<file path="src/hw/rtl/slcur_pkg.sv">
// slcur_pkg: shared types and codes for the sorted list with cursor.
// Holds the command and response item structs and the command and status codes.
// No dependencies.
`timescale 1ns / 1ps

package slcur_pkg;

	localparam int VALUE_W = 32;
	localparam int COUNT_OUT_W = 7;

	localparam logic [1:0] CMD_INSERT = 2'd0;
	localparam logic [1:0] CMD_FIRST  = 2'd1;
	localparam logic [1:0] CMD_NEXT   = 2'd2;
	localparam logic [1:0] CMD_REMOVE = 2'd3;

	localparam logic [1:0] ST_OK    = 2'd0;
	localparam logic [1:0] ST_END   = 2'd1;
	localparam logic [1:0] ST_FULL  = 2'd2;
	localparam logic [1:0] ST_NOCUR = 2'd3;

	typedef struct packed {
		logic [1:0]                command;
		logic signed [VALUE_W-1:0] value;
	} cmd_t;

	typedef struct packed {
		logic [1:0]                status;
		logic signed [VALUE_W-1:0] item_value;
		logic [COUNT_OUT_W-1:0]    entry_count;
	} rsp_t;

endpackage

</file>
<file path="src/hw/rtl/slcur_ram.sv">
// slcur_ram: generic single-clock RAM, one write port and one read port.
// Read data is registered. No dependencies.
`timescale 1ns / 1ps

module slcur_ram #(
	parameter int WIDTH = 32,
	parameter int DEPTH = 64
) (
	input  logic                     clk,
	input  logic                     we,
	input  logic [$clog2(DEPTH)-1:0] waddr,
	input  logic [WIDTH-1:0]         wdata,
	input  logic                     re,
	input  logic [$clog2(DEPTH)-1:0] raddr,
	output logic [WIDTH-1:0]         rdata
);

	logic [WIDTH-1:0] mem [DEPTH];

	always_ff @(posedge clk) begin
		if (we) begin
			mem[waddr] <= wdata;
		end
		if (re) begin
			rdata <= mem[raddr];
		end
	end

endmodule

</file>
<file path="src/hw/rtl/sorted_list_with_cursor.sv">
// sorted_list_with_cursor: bounded ordered list of signed values with one cursor.
// Entries live in one slcur_ram; a sequencer walks them one per cycle.
// Depends on slcur_pkg and slcur_ram.
//
//   channel  dir  handshake              payload
//   cmd      in   cmd_valid / cmd_ready  slcur_pkg::cmd_t  (command, value)
//   rsp      out  rsp_valid / rsp_ready  slcur_pkg::rsp_t  (status, item_value, entry_count)
//   cfg      in   cfg_valid / cfg_ready  cfg_data = sort_mode
//
// Insert walks the list once from the front through the RAM port. Remove shifts the tail
// down. First and next read one entry; rejected items go straight to the response. Reset
// clears count and cursor; the RAM needs no clearing pass. A stalled rsp holds the finished
// item; the next item is sequenced meanwhile and waits only to hand over its result.
`timescale 1ns / 1ps

module sorted_list_with_cursor #(
	parameter int CAPACITY = 64
) (
	input  logic            clk,
	input  logic            arst_n,
	input  logic            cmd_valid,
	output logic            cmd_ready,
	input  slcur_pkg::cmd_t cmd,
	output logic            rsp_valid,
	input  logic            rsp_ready,
	output slcur_pkg::rsp_t rsp,
	input  logic            cfg_valid,
	output logic            cfg_ready,
	input  logic            cfg_data
);

	localparam int AW = $clog2(CAPACITY);
	localparam int CW = $clog2(CAPACITY + 1);
	localparam int VW = slcur_pkg::VALUE_W;
	localparam int OW = slcur_pkg::COUNT_OUT_W;

	localparam logic [2:0] S_IDLE      = 3'd0;
	localparam logic [2:0] S_READ      = 3'd1;
	localparam logic [2:0] S_INS       = 3'd2;
	localparam logic [2:0] S_REM_HEAD  = 3'd3;
	localparam logic [2:0] S_REM_SHIFT = 3'd4;
	localparam logic [2:0] S_FIN       = 3'd5;

	logic [2:0]    state_q;
	logic [CW-1:0] count_q;
	logic [CW-1:0] cursor_q;
	logic          cursor_valid_q;
	logic          removable_q;
	logic          sort_mode_q;
	logic [CW-1:0] idx_q;
	logic          found_q;
	logic [CW-1:0] pos_q;
	logic [VW-1:0] carry_q;
	logic [VW-1:0] val_q;
	logic [1:0]    pend_status_q;
	logic [VW-1:0] pend_item_q;
	logic          rsp_valid_q;
	slcur_pkg::rsp_t rsp_q;

	logic          ram_we;
	logic [AW-1:0] ram_waddr;
	logic [VW-1:0] ram_wdata;
	logic          ram_re;
	logic [AW-1:0] ram_raddr;
	logic [VW-1:0] ram_rdata;

	logic          accept;
	logic          is_full;
	logic          greater;
	logic          ins_hit;
	logic          ins_last;
	logic [CW-1:0] idx_p1;
	logic [CW-1:0] idx_p2;
	logic [CW-1:0] cursor_m1;
	logic [CW-1:0] pos_fin;
	logic [CW+OW-1:0] count_ext;

	slcur_ram #(
		.WIDTH(VW),
		.DEPTH(CAPACITY)
	) u_ram (
		.clk  (clk),
		.we   (ram_we),
		.waddr(ram_waddr),
		.wdata(ram_wdata),
		.re   (ram_re),
		.raddr(ram_raddr),
		.rdata(ram_rdata)
	);

	assign cmd_ready = (state_q == S_IDLE);
	assign cfg_ready = 1'b1;
	assign rsp_valid = rsp_valid_q;
	assign rsp       = rsp_q;

	assign accept    = cmd_valid && cmd_ready;
	assign is_full   = (count_q == CW'(CAPACITY));
	assign greater   = ($signed(ram_rdata) > $signed(val_q));
	assign ins_last  = (idx_q == count_q);
	assign ins_hit   = !found_q && !ins_last && (!sort_mode_q || greater);
	assign idx_p1    = idx_q + CW'(1);
	assign idx_p2    = idx_q + CW'(2);
	assign cursor_m1 = cursor_q - CW'(1);
	assign pos_fin   = found_q ? pos_q : idx_q;
	assign count_ext = {{OW{1'b0}}, count_q};

	always_comb begin
		ram_we    = 1'b0;
		ram_waddr = idx_q[AW-1:0];
		ram_wdata = found_q ? carry_q : val_q;
		ram_re    = 1'b0;
		ram_raddr = '0;
		unique case (state_q)
			S_IDLE: begin
				ram_re = accept;
				unique case (cmd.command)
					slcur_pkg::CMD_NEXT:   ram_raddr = cursor_q[AW-1:0];
					slcur_pkg::CMD_REMOVE: ram_raddr = cursor_m1[AW-1:0];
					slcur_pkg::CMD_INSERT,
					slcur_pkg::CMD_FIRST:  ram_raddr = '0;
				endcase
			end
			S_INS: begin
				ram_we    = found_q || ins_hit || ins_last;
				ram_re    = !ins_last;
				ram_raddr = idx_p1[AW-1:0];
			end
			S_REM_HEAD: begin
				ram_re    = 1'b1;
				ram_raddr = idx_p1[AW-1:0];
			end
			S_REM_SHIFT: begin
				ram_we    = 1'b1;
				ram_wdata = ram_rdata;
				ram_re    = 1'b1;
				ram_raddr = idx_p2[AW-1:0];
			end
			default: begin
				ram_we = 1'b0;
			end
		endcase
	end

	always_ff @(posedge clk or negedge arst_n) begin
		if (!arst_n) begin
			state_q        <= S_IDLE;
			count_q        <= '0;
			cursor_q       <= '0;
			cursor_valid_q <= 1'b0;
			removable_q    <= 1'b0;
			sort_mode_q    <= 1'b0;
			rsp_valid_q    <= 1'b0;
			idx_q          <= '0;
			found_q        <= 1'b0;
		end else begin
			if (cfg_valid) begin
				sort_mode_q <= cfg_data;
			end
			if (state_q == S_FIN && (!rsp_valid_q || rsp_ready)) begin
				rsp_valid_q <= 1'b1;
			end else if (rsp_ready) begin
				rsp_valid_q <= 1'b0;
			end
			unique case (state_q)
				S_IDLE: begin
					if (accept) begin
						idx_q   <= (cmd.command == slcur_pkg::CMD_REMOVE) ? cursor_m1 : '0;
						found_q <= 1'b0;
						unique case (cmd.command)
							slcur_pkg::CMD_INSERT: begin
								if (is_full) begin
									state_q <= S_FIN;
								end else begin
									state_q <= S_INS;
								end
							end
							slcur_pkg::CMD_FIRST: begin
								if (count_q == '0) begin
									state_q <= S_FIN;
								end else begin
									cursor_q       <= CW'(1);
									cursor_valid_q <= 1'b1;
									removable_q    <= 1'b1;
									state_q        <= S_READ;
								end
							end
							slcur_pkg::CMD_NEXT: begin
								if (!cursor_valid_q || cursor_q >= count_q) begin
									state_q <= S_FIN;
								end else begin
									cursor_q    <= cursor_q + CW'(1);
									removable_q <= 1'b1;
									state_q     <= S_READ;
								end
							end
							slcur_pkg::CMD_REMOVE: begin
								if (!cursor_valid_q || !removable_q || cursor_q == '0 ||
										cursor_q > count_q) begin
									state_q <= S_FIN;
								end else begin
									state_q <= S_REM_HEAD;
								end
							end
						endcase
					end
				end
				S_READ: begin
					state_q <= S_FIN;
				end
				S_INS: begin
					if (ins_hit) begin
						found_q <= 1'b1;
					end
					if (ins_last) begin
						count_q <= count_q + CW'(1);
						if (cursor_q != '0 && pos_fin < cursor_q) begin
							cursor_q <= cursor_q + CW'(1);
						end
						state_q <= S_FIN;
					end else begin
						idx_q <= idx_p1;
					end
				end
				S_REM_HEAD: begin
					if (idx_p1 < count_q) begin
						state_q <= S_REM_SHIFT;
					end else begin
						count_q     <= count_q - CW'(1);
						cursor_q    <= cursor_m1;
						removable_q <= 1'b0;
						state_q     <= S_FIN;
					end
				end
				S_REM_SHIFT: begin
					if (idx_p2 < count_q) begin
						idx_q <= idx_p1;
					end else begin
						count_q     <= count_q - CW'(1);
						cursor_q    <= cursor_m1;
						removable_q <= 1'b0;
						state_q     <= S_FIN;
					end
				end
				S_FIN: begin
					if (!rsp_valid_q || rsp_ready) begin
						state_q <= S_IDLE;
					end
				end
				default: begin
					state_q <= S_IDLE;
				end
			endcase
		end
	end

	// payload path: no reset
	always_ff @(posedge clk) begin
		unique case (state_q)
			S_IDLE: begin
				if (accept) begin
					val_q       <= cmd.value;
					pend_item_q <= '0;
					unique case (cmd.command)
						slcur_pkg::CMD_INSERT: begin
							pend_status_q <= is_full ? slcur_pkg::ST_FULL : slcur_pkg::ST_OK;
						end
						slcur_pkg::CMD_FIRST: begin
							pend_status_q <= (count_q == '0) ? slcur_pkg::ST_END
								: slcur_pkg::ST_OK;
						end
						slcur_pkg::CMD_NEXT: begin
							if (!cursor_valid_q) begin
								pend_status_q <= slcur_pkg::ST_NOCUR;
							end else if (cursor_q >= count_q) begin
								pend_status_q <= slcur_pkg::ST_END;
							end else begin
								pend_status_q <= slcur_pkg::ST_OK;
							end
						end
						slcur_pkg::CMD_REMOVE: begin
							if (!cursor_valid_q || !removable_q || cursor_q == '0 ||
									cursor_q > count_q) begin
								pend_status_q <= slcur_pkg::ST_NOCUR;
							end else begin
								pend_status_q <= slcur_pkg::ST_OK;
							end
						end
					endcase
				end
			end
			S_READ, S_REM_HEAD: begin
				pend_item_q <= ram_rdata;
			end
			S_INS: begin
				carry_q <= ram_rdata;
				if (ins_hit) begin
					pos_q <= idx_q;
				end
			end
			S_FIN: begin
				if (!rsp_valid_q || rsp_ready) begin
					rsp_q.status      <= pend_status_q;
					rsp_q.item_value  <= pend_item_q;
					rsp_q.entry_count <= count_ext[OW-1:0];
				end
			end
			default: begin
				carry_q <= carry_q;
			end
		endcase
	end

`ifndef SYNTHESIS
	a_count_bound: assert property (@(posedge clk) disable iff (!arst_n)
		count_q <= CW'(CAPACITY))
		else $error("entry count above capacity");

	a_cursor_bound: assert property (@(posedge clk) disable iff (!arst_n)
		cursor_q <= count_q)
		else $error("cursor beyond list end");

	a_removable_cursor: assert property (@(posedge clk) disable iff (!arst_n)
		removable_q |-> cursor_valid_q)
		else $error("removable without valid cursor");

	a_write_in_range: assert property (@(posedge clk) disable iff (!arst_n)
		ram_we |-> ({1'b0, ram_waddr} <= (AW + 1)'(count_q)))
		else $error("entry write beyond list end");

	a_idle_no_write: assert property (@(posedge clk) disable iff (!arst_n)
		(state_q == S_IDLE || state_q == S_FIN) |-> !ram_we)
		else $error("entry write outside a list walk");
`endif

endmodule
</file>
<file path="config.mk">
export PLATFORM = sky130hd
export DESIGN_NAME = sorted_list_with_cursor
export DESIGN_NICKNAME = d
export VERILOG_FILES = /design/src/hw/rtl/slcur_pkg.sv /design/src/hw/rtl/slcur_ram.sv /design/src/hw/rtl/sorted_list_with_cursor.sv
export SDC_FILE = /design/constraint.sdc
export NUM_CORES = 2
export LEC_CHECK = 0
export BUFFER_PORTS_ARGS = -buffer_cell sky130_fd_sc_hd__buf_2
export CAP_MARGIN = 20
export CORE_MARGIN = 3
export CORE_UTILIZATION = 40
export DETAILED_ROUTE_END_ITERATION = 6
export PLACE_DENSITY = 0.65
export SETUP_SLACK_MARGIN = 0.2
export SLEW_MARGIN = 10
export SYNTH_ARGS = -nofsm -noshare
export SYNTH_HDL_FRONTEND = slang
export SYNTH_SLANG_ARGS = --single-unit
</file>
<file path="constraint.sdc">
create_clock -name clk -period 6.76 [get_ports clk]
set_input_delay 0 -clock clk [delete_from_list [all_inputs] [get_ports clk]]
set_output_delay 0 -clock clk [all_outputs]
set_load 0.05 [all_outputs]
</file>
# Word-level counts from Yosys, hierarchy flattened
# Memories as Yosys holds them, arrays and structs flattened. A register that Yosys moved wholly into a read port is not among the register bits.
# Cells that the tools add are included.
dict set report totals {
  register_bits 175
  latch_bits 0
  ram_bits 2048
  rom_bits 0
  output_inout_bits 44
  word_cells 157
  memories 1
}
dict set report op_classes {
  add_sub_neg 6
  multipliers 0
  n_div 0
  n_lt_le_gt_ge 6
  n_eq_ne 22
  shifts 0
  muxes 58
  n_bitwise 1
  reduce_logical 46
}
# name depth width rd rd_clocked_by_memory_dff write_ports line
set mem_list {}
lappend mem_list {u_ram.mem 64 32 1 1 1 slcur_ram.sv:18} ;# logic [WIDTH-1:0] mem [DEPTH];
# op n
set op_table {}
lappend op_table {{2-to-1 mux 7 bit} 15}
lappend op_table {{2-to-1 mux 32 bit} 3}
lappend op_table {{case mux 32 bit (2 select lines)} 1}
lappend op_table {{case mux 7 bit (3 select lines)} 2}
lappend op_table {{case mux 6 bit (3 select lines)} 2}
lappend op_table {{> comparator 32 bit} 1}
lappend op_table {{case mux 7 bit (4 select lines)} 1}
lappend op_table {{2-to-1 mux 3 bit} 8}
lappend op_table {{adder 7 x 1 -> 7 bit (second input constant)} 3}
lappend op_table {{less-than comparator 7 bit} 3}
lappend op_table {{case mux 3 bit (6 select lines)} 1}
lappend op_table {{AND reduction 4 bit} 4}
lappend op_table {{logical NOT 7 bit} 2}
lappend op_table {{2-to-1 mux 1 bit} 14}
lappend op_table {{!= test 2 bit (second input constant)} 7}
lappend op_table {{case mux 7 bit (2 select lines)} 1}
lappend op_table {{subtractor 7 x 1 -> 7 bit (second input constant)} 2}
lappend op_table {{case mux 3 bit (4 select lines)} 1}
lappend op_table {{AND reduction 9 bit} 1}
lappend op_table {{nonzero test 3 bit} 3}
lappend op_table {{logical OR 1 bit} 8}
lappend op_table {{case mux 2 bit (4 select lines)} 1}
lappend op_table {{AND reduction 2 bit} 4}
lappend op_table {{OR reduction 2 bit} 4}
lappend op_table {{other kinds (26)} 47}

# Logic depth before layout (Yosys ltp)
dict set report logic_depth {
  word_depth 9
  ltp_mapped 15
}

# Cells and area by module
# A second synthesis with hierarchy kept.
dict set report hier_totals {
  hier_cells 4164
  area_unflattened_um2 87900.6
}
# mod instances cells_per_inst area_each_um2 seq_area_each_um2
set by_module_without_submodules {}
lappend by_module_without_submodules {slcur_ram 1 3361 78691.7 62459.9}
lappend by_module_without_submodules {sorted_list_with_cursor 1 803 9208.8 5109.9}

# Worst setup path after synthesis
# Ideal clock, no wire load.
dict set report synth_path {
  path_kind {register to register}
  start {register idx_q[0]}
  end {memory u_ram.mem[19][0], enable pin}
  arrival_ps 5109
  required_ps 6259
  setup_slack_ps 1149
  stages_incl_launch_ff 10
  n_path_buf 2
  cell_sequence {dfrtp_1 buf_2 clkbuf_1 inv_1 ha_1 nor4b_1 nor3_1 inv_1 a211oi_1 nor4_1}
}
dict set report synth_via {
  elab_chain_len 9
}
# element line
set synth_rtl {}
lappend synth_rtl {{start: declaration} sorted_list_with_cursor.sv:50} ;# logic [CW-1:0] idx_q;
lappend synth_rtl {{start signal: assignment} sorted_list_with_cursor.sv:167} ;# idx_q <= (cmd.command == slcur_pkg::CMD_REMOVE) ? cursor_m1 : '0;
lappend synth_rtl {{start signal: assignment} sorted_list_with_cursor.sv:221} ;# idx_q <= idx_p1;
lappend synth_rtl {{start signal: assignment} sorted_list_with_cursor.sv:236} ;# idx_q <= idx_p1;
lappend synth_rtl {{== test 7 bit} sorted_list_with_cursor.sv:99} ;# assign ins_last = (idx_q == count_q);
lappend synth_rtl {{logical NOT 1 bit} sorted_list_with_cursor.sv:100} ;# assign ins_hit = !found_q && !ins_last && (!sort_mode_q || greater);
lappend synth_rtl {{logical AND 1 bit (2 in a row)} sorted_list_with_cursor.sv:100}
lappend synth_rtl {{logical OR 1 bit (2 in a row)} sorted_list_with_cursor.sv:124} ;# ram_we = found_q || ins_hit || ins_last;
lappend synth_rtl {{case mux 1 bit (2 select lines)} sorted_list_with_cursor.sv:113} ;# unique case (state_q)
lappend synth_rtl {{2-to-1 mux 1 bit} slcur_ram.sv:21} ;# if (we) begin
lappend synth_rtl {{2-to-1 mux 1 bit (not written as such)} slcur_ram.sv:22} ;# mem[waddr] <= wdata;
lappend synth_rtl {{end: declaration} slcur_ram.sv:18}
# Several ways; a longest one is shown, not always the timed one.

# Worst setup path in the final report
dict set report layout_path {
  start {register cursor_q[0]}
  end {register u_ram.rdata[0] (read register of u_ram.mem), data pin}
}
dict set report layout_via {
  elab_chain_len 3
}
# element line
set layout_rtl {}
lappend layout_rtl {{start: declaration} sorted_list_with_cursor.sv:46} ;# logic [CW-1:0] cursor_q;
lappend layout_rtl {{start signal: assignment} sorted_list_with_cursor.sv:191} ;# cursor_q <= cursor_q + CW'(1);
lappend layout_rtl {{start signal: assignment} sorted_list_with_cursor.sv:217} ;# cursor_q <= cursor_q + CW'(1);
lappend layout_rtl {{start signal: assignment} sorted_list_with_cursor.sv:229} ;# cursor_q <= cursor_m1;
lappend layout_rtl {{subtractor 7 x 1 -> 7 bit} sorted_list_with_cursor.sv:103} ;# assign cursor_m1 = cursor_q - CW'(1);
lappend layout_rtl {{case mux 6 bit (3 select lines) (*)} sorted_list_with_cursor.sv:116} ;# unique case (cmd.command)
lappend layout_rtl {{case mux 6 bit (3 select lines) (*)} sorted_list_with_cursor.sv:113}
lappend layout_rtl {{end: declaration} slcur_ram.sv:15} ;# output logic [WIDTH-1:0] rdata
# Every way passes the cells marked *; elsewhere a longest branch is shown, timed or not.
# A chain may end at the register's enable or synchronous reset.

==> impl_metrics.toml <==
[status]
outcome = "complete, but fails checks"
violations = "design-rule violations"

[clocking]
insertion_delay_ps = 900
clk_path_buf_depth = 3
path_clk_slew_ps = 60
cts_root_buffer = "clkbuf_16"
cts_max_level = 4
cts_resized = 0
numCtsBuffers = 218
cts_tree = "built"
cts.sinks = 2255

[sta]
maxSlewHeadroom = 0.2009
hold_violations = 0
grt_setup_unrepaired = "no"
setup_tns_ps = 0
max_freq_ghz = 0.1820
setup_viol = 0
skew_ps = 74.06
min_period_over_period = 0.8128
drv_slew = 0
setup_slack_ps = 1265
fin_crit_ps = 5495
tightestPinTransition_ps = 1189

[worst_setup_path]
crit_type = "flop to flop"
endpoint_kind = "flop"
required_ps = 7420
start_kind = "flop"
worstPathArrival_ps = 6160
critPathMaxFanout = 11

[grt]
grt_usage = 0.2380
grt_max_degree = 82
grt_overflow_total = 0
grt_pass1_wl_um = 400000
grt_pass1_vias = 54570
antenna_found_initial = 31

[place]
gp_congestion = 0.9153
place_ws_ps = 1460
hpwl_um = 163900
port_buffers = 82

[synthesis]
syn_inst = 5900
syn_nets = 6012
ys_seq_area_frac = 0.7456
synth_flop_cell = "edfxtp_1"
synth_seq_cells = 2255
synth_edf_count = 2226
yosysWarnings = 0
syn-cell-area_um2 = 90620
async_flop_share = 0.01286
synthDistinctLibCells = 87
syn_avg_cell_area_um2 = 15.36

[power_and_ir_drop]
power_mw = 27.48
powerDensity_nw_per_um2 = 263.1
p_leak_nw = 33.68
vdd_drop_max_mv = 0.2418

[cells_and_area]
drive_above_1_share = 0.1419
nets = 6273
area_growth_pct = 15.26

[route]
top_layer = "met5"
drtPass1Iterations = 7
drt_iter0_markers = 8790
wl_met3_um = 33770
ant_nets = 0
drc_errors = 2
wl_um = 282000
vias = 56640
vias_per_cell = 6.060
wl_per_cell_um = 30.17
wl_met2_um = 127200
wl_met1_um = 106200

[floorplan]
coreArea_um2 = 225100
num_rows = 174
dieArea_um2 = 232300
start_util = 0.4026
die_w_um = 482.0
io-pin-count = 84
die_y_um = 482.0

[worst_hold_path]
hold_class = "primary input to flop"

[job]
drv_cap = 0
per-stage QoR:
step | hold WS [ps] | cells | utilization | instance area (um2)
2_1_floorplan | -295.6 | 5900 | - | 90620
3_3_place_gp | 112.9 | 8836 | 0.4273 | 96190
3_5_place_dp | 116.6 | 8853 | 0.4283 | 96430
4_1_cts | 72.03 | 9335 | 0.4639 | 104400
5_1_grt | 151.3 | 9336 | 0.4639 | 104400
6_report | 133.1 | 9345 | 0.4640 | 104500
routing by layer:
layer  GRT usage  vias to the layer above
met2      0.3611                     3818
met4      0.1144                       20
met1      0.3234                    28770
li1            -                    23390
met3     0.05685                      643
met5           0                        -
sequential cells by signal (all words and copies together), names as in the netlist, 2 cells and up:
| register | cells |
|---|---|
| cursor_q | 7 |
| state_q | 3 |
| pend_item_q | 32 |
| pend_status_q | 2 |
| carry_q | 32 |
| count_q | 7 |
| val_q | 32 |
| u_ram.rdata | 32 |
| idx_q | 7 |
| rsp | 41 |
| u_ram.mem | 2048 |
| pos_q | 7 |
logic make-up (layout without fill, tap and decap cells):
| group | Yosys count | count (layout) | share of synthesized area |
|---|---|---|---|
| AO/OA/AOI/OAI | 917 | 917 | 0.06786 |
| XOR/XNOR | 31 | 31 | 0.002996 |
| adder cells (fa/ha/maj) | 72 | 72 | 0.01002 |
| buffers and inverters | 436 | 879 | 0.02279 |
| flip-flops | 2255 | 2255 | 0.7456 |
| multiplexers | 497 | 497 | 0.06903 |
| other | 1 | 11 | 0.00004138 |
| AND/OR/NAND/NOR | 1691 | 1691 | 0.08164 |
timing repair:
item,in CTS,in global routing
setup buffers,0,0
hold buffers,80,0
hold endpoints to repair,129,0
cells in the mapped netlist (33+ instances only):
| master | number | share of area |
|---|---|---|
| inv_1 | 59 | 0.0024 |
| nand3_1 | 311 | 0.017 |
| nor4_1 | 33 | 0.0023 |
| nand4_1 | 49 | 0.0034 |
| and2_1 | 44 | 0.0030 |
| mux2i_1 | 391 | 0.043 |
| buf_4 | 36 | 0.0030 |
| a311oi_1 | 36 | 0.0035 |
| o21ai_0 | 141 | 0.0078 |
| o22ai_1 | 48 | 0.0033 |
| and3_1 | 46 | 0.0032 |
| nor3_1 | 40 | 0.0022 |
| o221ai_1 | 145 | 0.014 |
| mux4_2 | 102 | 0.025 |
| clkbuf_1 | 137 | 0.0057 |
| buf_2 | 157 | 0.0087 |
| ha_1 | 71 | 0.0098 |
| edfxtp_1 | 2226 | 0.74 |
| nand2_1 | 1023 | 0.042 |
| nor2_1 | 97 | 0.0040 |
| a31oi_1 | 69 | 0.0048 |
| a21oi_1 | 281 | 0.016 |
critical path, stage by stage, from the launching register on:
cell and delay, ps:
dfrtp_1 510, inv_1 180, ha_1 350, nor4bb_1 390
xnor2_1 160, nor2_1 80, or3_1 850, buf_4 410
nor2_1 890, a32oi_1 200, o21ai_1 770, o32a_1 460
layout by cell type, fill, tap and decap left out, types with 16 or more instances in the layout:
cell type,count
nor2_1,36
clkbuf_1,44
o21ai_0,101
mux4_2,102
dlygate4sd3_1,79
o221ai_1,144
nor3_1,39
a31oi_1,69
buf_12,32
buf_4,214
xnor2_1,23
nand4_1,49
nor2_4,58
and2_1,44
buf_2,83
clkinv_1,49
nor4_1,16
nor2b_1,18
a21oi_1,281
a21o_1,24
a311oi_1,36
clkbuf_16,219
ha_1,71
edfxtp_1,2226
nor4_2,17
inv_1,59
bufinv_16,24
mux2i_1,391
nand2_1,1022
dfrtp_1,28
and3_1,46
o22ai_1,48
o21ai_4,34
nand3_1,310
clkinv_2,43
where the power goes:
group          total (mW)  switching [mW]  internal [mW]
Combinational      0.0689          0.0266         0.0423
Clock                12.3            5.38           6.91
Sequential           15.1         0.00212           15.1
layout make-up:
type,count,area [um2]
Antenna cell,10,25.02
Clock buffer,264,5659
Clock inverter,138,1534
Fill cell,19050,120700
Inverter,62,232.7
Multi-Input combinational cell,3209,22120
Sequential cell,2255,67570
Tap cell,2992,3744
Timing Repair Buffer,415,3571
final timing paths:
check / startpoint / to / slack [ps] / depth (start not counted)
worst min-delay path: cmd_valid / state_q[0]$_DFFE_PN0P_ / 130 / 5
max in group asynchronous: arst_n / found_q$_DFFE_PN0P_ / 6390 / 4
worst min register to register: pend_item_q[20]$_SDFFCE_PN0P_ / rsp[27]$_DFFE_PP_ / 420 / 0
worst max-delay path: cursor_q[0]$_DFFE_PN0P_ / u_ram.rdata[0]$_DFFE_PP_ / 1270 / 11
min in group asynchronous: arst_n / cursor_valid_q$_DFFE_PN0P_ / 180 / 4
worst max register to register: cursor_q[0]$_DFFE_PN0P_ / u_ram.rdata[0]$_DFFE_PP_ / 1270 / 11
Power figures use the tool's default switching activity.
